File: config.mk
export PLATFORM = sky130hd
export DESIGN_NAME = kpi_div
export DESIGN_NICKNAME = d
export VERILOG_FILES = /design/src/rtl/core/keyframe_pose_interpolator_core_macros.svh /design/src/rtl/core/kpi_pkg.sv /design/src/rtl/core/kpi_div.sv
export SDC_FILE = /design/constraint.sdc
export NUM_CORES = 1
export LEC_CHECK = 0
export BUFFER_PORTS_ARGS = -buffer_cell sky130_fd_sc_hd__buf_2
export CORE_ASPECT_RATIO = 1.75
export CORE_MARGIN = 4
export CORE_UTILIZATION = 52
export CTS_CLUSTER_DIAMETER = 80
export DETAILED_ROUTE_END_ITERATION = 6
export PLACE_DENSITY = 0.79
export SYNTH_ARGS = -nofsm -noshare
export SYNTH_HDL_FRONTEND = slang
export SYNTH_SLANG_ARGS = --single-unit
File: constraint.sdc
create_clock -name clk -period 3.2 [get_ports clk]
set_input_delay 0.16 -clock clk [delete_from_list [all_inputs] [get_ports clk]]
set_output_delay 0.16 -clock clk [all_outputs]
set_load 0.005 [all_outputs]
File: src/rtl/core/keyframe_pose_interpolator_core_macros.svh
// Assertion macros shared by the keyframe pose interpolator RTL.
// No dependencies; each macro expects clk and arst_n in the using scope.
`ifndef KEYFRAME_POSE_INTERPOLATOR_CORE_MACROS_SVH
`define KEYFRAME_POSE_INTERPOLATOR_CORE_MACROS_SVH

// same-cycle implication, disabled during reset
`define KPI_ASSERT_NOW(label, ante, cons) \
	label: assert property (@(posedge clk) disable iff (!arst_n) (ante) |-> (cons)) \
		else $error("kpi assertion failed");

// next-cycle implication, disabled during reset
`define KPI_ASSERT_NEXT(label, ante, cons) \
	label: assert property (@(posedge clk) disable iff (!arst_n) (ante) |=> (cons)) \
		else $error("kpi assertion failed");

`endif

File: src/rtl/core/kpi_pkg.sv
// Package for the keyframe pose interpolator: sizes, codes, types.
// No dependencies.
`default_nettype none
package kpi_pkg;

	localparam int MOTIONS    = 8;
	localparam int KEYS       = 16;
	localparam int PARTS      = 16;
	localparam int FRAME_BITS = 10;
	localparam int NCOMP      = 6;
	localparam int VAL_W      = 24;

	localparam int POSE_DEPTH = MOTIONS * KEYS * PARTS * NCOMP;
	localparam int POSE_AW    = $clog2(POSE_DEPTH);
	localparam int DUR_DEPTH  = MOTIONS * KEYS;
	localparam int DUR_AW     = $clog2(DUR_DEPTH);
	localparam int REST_DEPTH = PARTS * NCOMP;
	localparam int REST_AW    = $clog2(REST_DEPTH);
	localparam int CNT_W      = $clog2(PARTS + 1);
	localparam int KCNT_W     = $clog2(KEYS + 1);

	// |(b - a) * t| stays below 2^(VAL_W + FRAME_BITS)
	localparam int MAG_W  = VAL_W + FRAME_BITS;
	localparam int PROD_W = MAG_W + 2;

	// first rotation component
	localparam int COMP_ROT = 3;

	localparam logic signed [VAL_W+3:0] PI_Q     = 28'sd3294199;
	localparam logic signed [VAL_W+3:0] TWO_PI_Q = 28'sd6588397;
	localparam logic signed [VAL_W+3:0] V_MAX    = 28'sd8388607;
	localparam logic signed [VAL_W+3:0] V_MIN    = -28'sd8388608;

	typedef enum logic [2:0] {
		KIND_KEY  = 3'd0,
		KIND_DUR  = 3'd1,
		KIND_HDR  = 3'd2,
		KIND_REST = 3'd3,
		KIND_SEL  = 3'd4,
		KIND_TICK = 3'd5
	} kpi_kind_t;

	typedef enum logic [2:0] {
		ST_IDLE, ST_DUR, ST_RDA, ST_RDB, ST_MUL, ST_DIVS, ST_DIV, ST_OUT
	} kpi_state_t;

	typedef struct packed {
		logic                  start;
		logic [MAG_W-1:0]      dividend;
		logic [FRAME_BITS-1:0] divisor;
	} kpi_div_req_t;

	typedef struct packed {
		logic             done;
		logic [MAG_W-1:0] quotient;
	} kpi_div_rsp_t;

endpackage
`default_nettype wire

File: src/rtl/core/kpi_div.sv
// Bit-serial restoring divider, one quotient bit per cycle.
// Depends on kpi_pkg.
`default_nettype none
module kpi_div import kpi_pkg::*; (
	input  wire logic         clk,
	input  wire logic         arst_n,
	input  wire kpi_div_req_t req,
	output kpi_div_rsp_t      rsp
);

	localparam int STEP_W = $clog2(MAG_W + 1);

	logic                  busy_q;
	logic                  done_q;
	logic [STEP_W-1:0]     step_q;
	logic [FRAME_BITS-1:0] rem_q;
	logic [FRAME_BITS-1:0] dvs_q;
	logic [MAG_W-1:0]      quo_q;
	logic [FRAME_BITS:0]   trial;
	logic                  ge;

	// shift in the next dividend bit and try a subtract
	assign trial = {rem_q, quo_q[MAG_W-1]};
	assign ge    = trial >= {1'b0, dvs_q};

	always_ff @(posedge clk or negedge arst_n) begin
		if (!arst_n) begin
			busy_q <= 1'b0;
			done_q <= 1'b0;
			step_q <= '0;
		end else begin
			done_q <= 1'b0;
			if (req.start) begin
				busy_q <= 1'b1;
				step_q <= STEP_W'(MAG_W);
			end else if (busy_q) begin
				step_q <= step_q - 1'b1;
				if (step_q == STEP_W'(1)) begin
					busy_q <= 1'b0;
					done_q <= 1'b1;
				end
			end
		end
	end

	always_ff @(posedge clk) begin
		if (req.start) begin
			quo_q <= req.dividend;
			dvs_q <= req.divisor;
			rem_q <= '0;
		end else if (busy_q) begin
			quo_q <= {quo_q[MAG_W-2:0], ge};
			rem_q <= ge ? FRAME_BITS'(trial - {1'b0, dvs_q}) : trial[FRAME_BITS-1:0];
		end
	end

	assign rsp.done     = done_q;
	assign rsp.quotient = quo_q;

endmodule
`default_nettype wire

======== After elaboration in Yosys (flattened, before gate mapping) ========
Cells that the tools add are included.
Widths: inputs -> output; s select.
storage, ports and cells
  register bits ........................... 62
  input port bits ......................... 47
  output and inout bits ................... 35
operators by class
  add/subtract/negate cells ............... 2
  order comparisons ....................... 1
  eq/ne operators ......................... 1
  mux-type cells .......................... 11
  reductions and logical operators ........ 1
operator list
  cell                 number
  $mux 34              2
  $mux 6               2
  $ge 11x10->1         1
  $mux 10              1
  $sub 10x10->10       1
  $eq 6x1->1 const B   1
  $mux 1               6
  $sub 6x1->6 const B  1
  $reduce_bool 2->1    1

======== Logic depth before layout (Yosys ltp) ========
  word-level depth ........................ 4
  depth in mapped cells ................... 10

======== Worst setup path before layout ========
No wires, ideal clock.
  path type ............................... reg2reg
  start point ............................. reg quo_q[33]
  end point ............................... reg rem_q[8]
  library setup time ...................... 0.144 ns
  data arrival time ....................... 2.225 ns
  required time ........................... 3.056 ns
  path slack .............................. 0.831 ns
  stages on the path, launching flop included .. 11
  clock period less this slack ............ 2.369 ns
  path through ............................ edfxtp_1 -> inv_1 -> ha_1 -> inv_1 -> fa_1 -> a211oi_1 -> nor3_1 -> o31a_1 -> or3_1 -> nand3_1 -> a311oi_1
on the way
  longest elaborated chain between the ends .. 2
  elaborated cells on any way between the ends .. 3
RTL lines
  element                                         line                          RTL
  start: declaration                              kpi_div.sv:18                 logic [MAG_W-1:0] quo_q;
  start signal: assignment                        kpi_div.sv:48                 quo_q <= req.dividend;
  start signal: assignment                        kpi_div.sv:52                 quo_q <= {quo_q[MAG_W-2:0], ge};
  $sub 10x10->10 or $ge 11x10->1 (tied branches)  kpi_div.sv:53, kpi_div.sv:24
  $mux 10 (*)                                     kpi_div.sv:53                 rem_q <= ge ? FRAME_BITS'(trial - {1'b0, dvs_q}) : trial[FRAME_BITS-1:0];
  end signal: assignment                          kpi_div.sv:53
  end: declaration                                kpi_div.sv:16                 logic [FRAME_BITS-1:0] rem_q;
Every way passes the cells marked *; elsewhere a longest branch is shown, timed or not.
A chain may end at the register's enable or synchronous reset.

======== Worst setup path in the final report ========
Same ends and word-level chain as after synthesis.

==> run_summary.xml <==
<?xml version="1.0" encoding="UTF-8"?>
<metrics>
  <group name="hold_path">
    <metric name="min_from" unit="">req[0]</metric>
    <metric name="min-delay-path-class" unit="">primary input to register</metric>
  </group>
  <group name="power">
    <metric name="p_per_area" unit="nW/um^2">646</metric>
    <metric name="combinational_group_share_of_total_power" unit="">0.321</metric>
    <metric name="power_frac_clock" unit="">0.232</metric>
    <metric name="power_frac_seq" unit="">0.447</metric>
    <metric name="p_int" unit="W">0.00166</metric>
    <metric name="power_leakage" unit="nW">1.69</metric>
    <metric name="total_power" unit="W">0.00245</metric>
    <metric name="switching_power" unit="W">0.000791</metric>
    <metric name="peakVddDrop" unit="mV">0.371</metric>
    <metric name="netSwitchingFraction" unit="">0.323</metric>
  </group>
  <group name="die">
    <metric name="dieWidth" unit="um">66.0</metric>
    <metric name="die_h" unit="um">109</metric>
    <metric name="fp.coreArea" unit="um^2">5630</metric>
    <metric name="total_i_o_pin_count" unit="">82</metric>
    <metric name="initial_core_util" unit="">0.543</metric>
    <metric name="std_cell_rows" unit="">36</metric>
    <metric name="die_area" unit="um^2">7220</metric>
  </group>
  <group name="worst_setup_path">
    <metric name="critical_path.startpoint" unit="">quo_q[33]</metric>
    <metric name="crit_fanout" unit="">3</metric>
    <metric name="critical_path.n_buffers_inverters" unit="">2</metric>
    <metric name="cp_top_family" unit="">compound AO/OA/AOI/OAI gates</metric>
    <metric name="critPathKind" unit="">register to register</metric>
    <metric name="crit_path_cell_trace" unit="">inv_1, ha_1, inv_1, fa_1, a211oi_1, nor3_1, o31a_1, or3_1, nand3_1, a311oi_1</metric>
    <metric name="slowest_delay" unit="ns">0.42</metric>
    <metric name="critical_path.startpoint_type" unit="">register</metric>
    <metric name="timing.critical_path.slowest_stage_cell" unit="">fa_1</metric>
    <metric name="crit_path_end" unit="">rem_q[8]</metric>
    <metric name="worst-endpoint-arrival" unit="ns">2.78</metric>
    <metric name="rr_worst_depth" unit="">10</metric>
    <metric name="setup.reg_to_reg.worst_slack" unit="ns">0.64</metric>
    <metric name="cp_data_required_time" unit="ns">3.42</metric>
    <metric name="crit_top_cell" unit="">inv_1</metric>
    <metric name="cp-end-kind" unit="">register</metric>
    <metric name="r2r-start" unit="">quo_q[33]</metric>
    <metric name="timing.rr.end" unit="">rem_q[8]</metric>
    <metric name="path_depth" unit="">10</metric>
  </group>
  <group name="yosys">
    <metric name="netlist_instances" unit="">236</metric>
    <metric name="yosys_warnings" unit="">0</metric>
    <metric name="synth-async-reset-ratio" unit="">0.129</metric>
    <metric name="dominantRegCellSynth" unit="">edfxtp_1</metric>
    <metric name="syn_nets" unit="">296</metric>
    <metric name="synth_edf_count" unit="">44</metric>
    <metric name="synth.cell_area" unit="um^2">3060</metric>
    <metric name="synth.avg_cell_area" unit="um^2">13.0</metric>
    <metric name="synth_top_cells_by_count" unit="">edfxtp_1 (44), mux2_2 (34), nor2_1 (18), inv_1 (14), ha_1 (12)</metric>
    <metric name="yosys-top-cells-area" unit="">edfxtp_1 (43%), mux2_2 (13%), dfrtp_1 (6.5%)</metric>
    <metric name="netlist.area_leader.share" unit="">0.432</metric>
    <metric name="yosys.area.top_type" unit="">edfxtp_1</metric>
    <metric name="synth_seq_cells" unit="">62</metric>
    <metric name="synth.yosys.seq_area_share" unit="">0.563</metric>
    <metric name="post-synth-top-count-cell" unit="">edfxtp_1</metric>
    <metric name="synth_cell_type_count" unit="">48</metric>
  </group>
  <group name="clock_network">
    <metric name="post_cts_hold_buffer_count" unit="">10</metric>
    <metric name="path_clk_slew" unit="ns">0.07</metric>
    <metric name="h-tree-depth" unit="">3</metric>
    <metric name="clock_latency" unit="ns">0.35</metric>
    <metric name="clock_path_buffers" unit="">2</metric>
    <metric name="clock_tree_from_tritoncts" unit="">done</metric>
    <metric name="clock-sinks" unit="">62</metric>
    <metric name="cts.repair.resized" unit="">0</metric>
    <metric name="clk_root_buffer_cell" unit="">clkbuf_8</metric>
    <metric name="postCtsSetupRepairBufs" unit="">0</metric>
    <metric name="cts-buffers-inserted" unit="">9</metric>
  </group>
  <group name="drt">
    <metric name="vias" unit="">2215</metric>
    <metric name="drt_drc_violations_left" unit="">0</metric>
    <metric name="antenna_viol_nets_final" unit="">0</metric>
    <metric name="first_pass_iters" unit="">4</metric>
    <metric name="via_per_inst" unit="">5.38</metric>
    <metric name="drt_iter0_markers" unit="">108</metric>
    <metric name="postRouteWirelength" unit="um">6560</metric>
    <metric name="wire_length_per_cell_after_detailed_routing" unit="um">15.9</metric>
  </group>
  <group name="finish">
    <metric name="area_growth" unit="%">24.1</metric>
    <metric name="finish.net_count" unit="">391</metric>
    <metric name="post_route_cells_drive_above_1_share" unit="">0.417</metric>
    <metric name="antenna_cells_inserted" unit="">0</metric>
  </group>
  <group name="placement">
    <metric name="finalWeightedCongestion" unit="">0.835</metric>
    <metric name="io_buffers" unit="">81</metric>
    <metric name="place_ws" unit="ns">0.677</metric>
    <metric name="dpl.hpwl" unit="um">4710</metric>
  </group>
  <group name="grt">
    <metric name="grt_use_met3" unit="">0.0613</metric>
    <metric name="first_global_vias" unit="">2375</metric>
    <metric name="maximum_number_of_pins_on_one_net_before_global_route_repair" unit="">35</metric>
    <metric name="grt-busiest-layer" unit="">met2</metric>
    <metric name="grt_pass1_wl" unit="um">10800</metric>
    <metric name="antenna_found_initial" unit="">0</metric>
    <metric name="grt.total_usage" unit="">0.204</metric>
    <metric name="grt_use_met2" unit="">0.355</metric>
    <metric name="grt.overflow.total" unit="">0</metric>
    <metric name="met1_usage" unit="">0.211</metric>
  </group>
  <group name="sta">
    <metric name="final_report_hold_violation_count" unit="">0</metric>
    <metric name="rsz0062_at_grt" unit="">false</metric>
    <metric name="drv_slew" unit="">0</metric>
    <metric name="timing.final.crit_share" unit="">0.800</metric>
    <metric name="period_minus_slack" unit="ns">2.56</metric>
    <metric name="tightestPinTransition" unit="ns">0.578</metric>
    <metric name="slew_headroom" unit="">0.609</metric>
    <metric name="whs" unit="ns">0.0429</metric>
    <metric name="fin_skew" unit="ns">0.00945</metric>
    <metric name="setup_violations" unit="">0</metric>
    <metric name="fin_tns_setup" unit="ns">0</metric>
    <metric name="postLayoutSetupSlackWorst" unit="ns">0.639</metric>
    <metric name="fmax" unit="MHz">391</metric>
  </group>
  <group name="run">
    <metric name="timing.max_cap.violations" unit="">0</metric>
  </group>
  <group name="outcome">
    <metric name="outcome" unit="">completed</metric>
  </group>
</metrics>
==> worst min path at each step <==
stage / to / slack [ns] / cells after the start
floorplan: busy_q / -0.14 / 0
global placement: step_q[5] / 0.01 / 1
detailed placement: step_q[0] / 0.01 / 1
CTS: dvs_q[0] / 0.03 / 1
global route: dvs_q[0] / 0.02 / 1
finish: dvs_q[0] / 0.04 / 1
==> cell usage in the layout (no fill, tap or decap), types with 5 or more instances in the layout <==
cell type / count
clkbuf_8: 9
nor2_1: 18
dfxtp_1: 10
buf_2: 81
xor2_1: 5
xnor2_1: 5
edfxtp_1: 44
dlygate4sd3_1: 10
dfrtp_1: 8
a211oi_1: 7
ha_1: 12
inv_1: 14
nand2_1: 9
mux2_2: 34
==> through the flow <==
stage                     std cells   util  area (um^2)
final                           412  0.674         3790
after global routing            412  0.674         3790
after CTS                       412  0.674         3790
after detailed placement        386  0.628         3530
after global placement          386  0.628         3530
after floorplan                 236      -         3060
==> worst register-to-register path, delay by kind of cell (launching register included) <==
family / cells / cell delay [ns]
AO/OA/AOI/OAI: 3 / 0.79
adder cells (fa/ha/maj): 2 / 0.59
AND/OR/NAND/NOR: 3 / 0.52
buffers and inverters: 2 / 0.14
flip-flops: 1 / 0.39
==> layer usage <==
metal | wire, um | vias up
met5 | 0 | -
met4 | 246 | 0
met3 | 323 | 20
met2 | 3520 | 70
met1 | 2470 | 1069
li1 | - | 1056
==> area by class of cell <==
class | instances | area [um^2]
Sequential cell | 62 | 1720
Multi-Input combinational cell | 149 | 1230
Clock inverter | 5 | 26.3
Timing Repair Buffer | 95 | 536
Inverter | 14 | 52.6
Tap cell | 76 | 95.1
Clock buffer | 11 | 131
Fill cell | 433 | 1840
==> power groups by stage <==
stage | registers (W) | logic (W) | clock network, W
2_1_floorplan | 0.00109 | 0.000575 | 0
3_3_place_gp | 0.00111 | 0.000747 | 0
3_5_place_dp | 0.00111 | 0.000764 | 0
4_1_cts | 0.00110 | 0.000783 | 0.000587
5_1_grt | 0.00111 | 0.000867 | 0.000622
6_report | 0.00109 | 0.000786 | 0.000569
==> sequential cells by signal, indices dropped and copies added (netlist names) <==
signal and cells:
step_q 6, quo_q 34, rem_q 10, busy_q 1, done_q 1, dvs_q 10
==> cells by family after synthesis <==
family | count (synthesis) | synth area share
XOR/XNOR | 10 | 0.0287
AND/OR/NAND/NOR | 51 | 0.0856
multiplexers | 39 | 0.143
adder cells (fa/ha/maj) | 13 | 0.0557
buffers and inverters | 25 | 0.0344
AO/OA/AOI/OAI | 36 | 0.0892
flip-flops | 62 | 0.563
No activity file was read; power rests on OpenSTA's default activity.
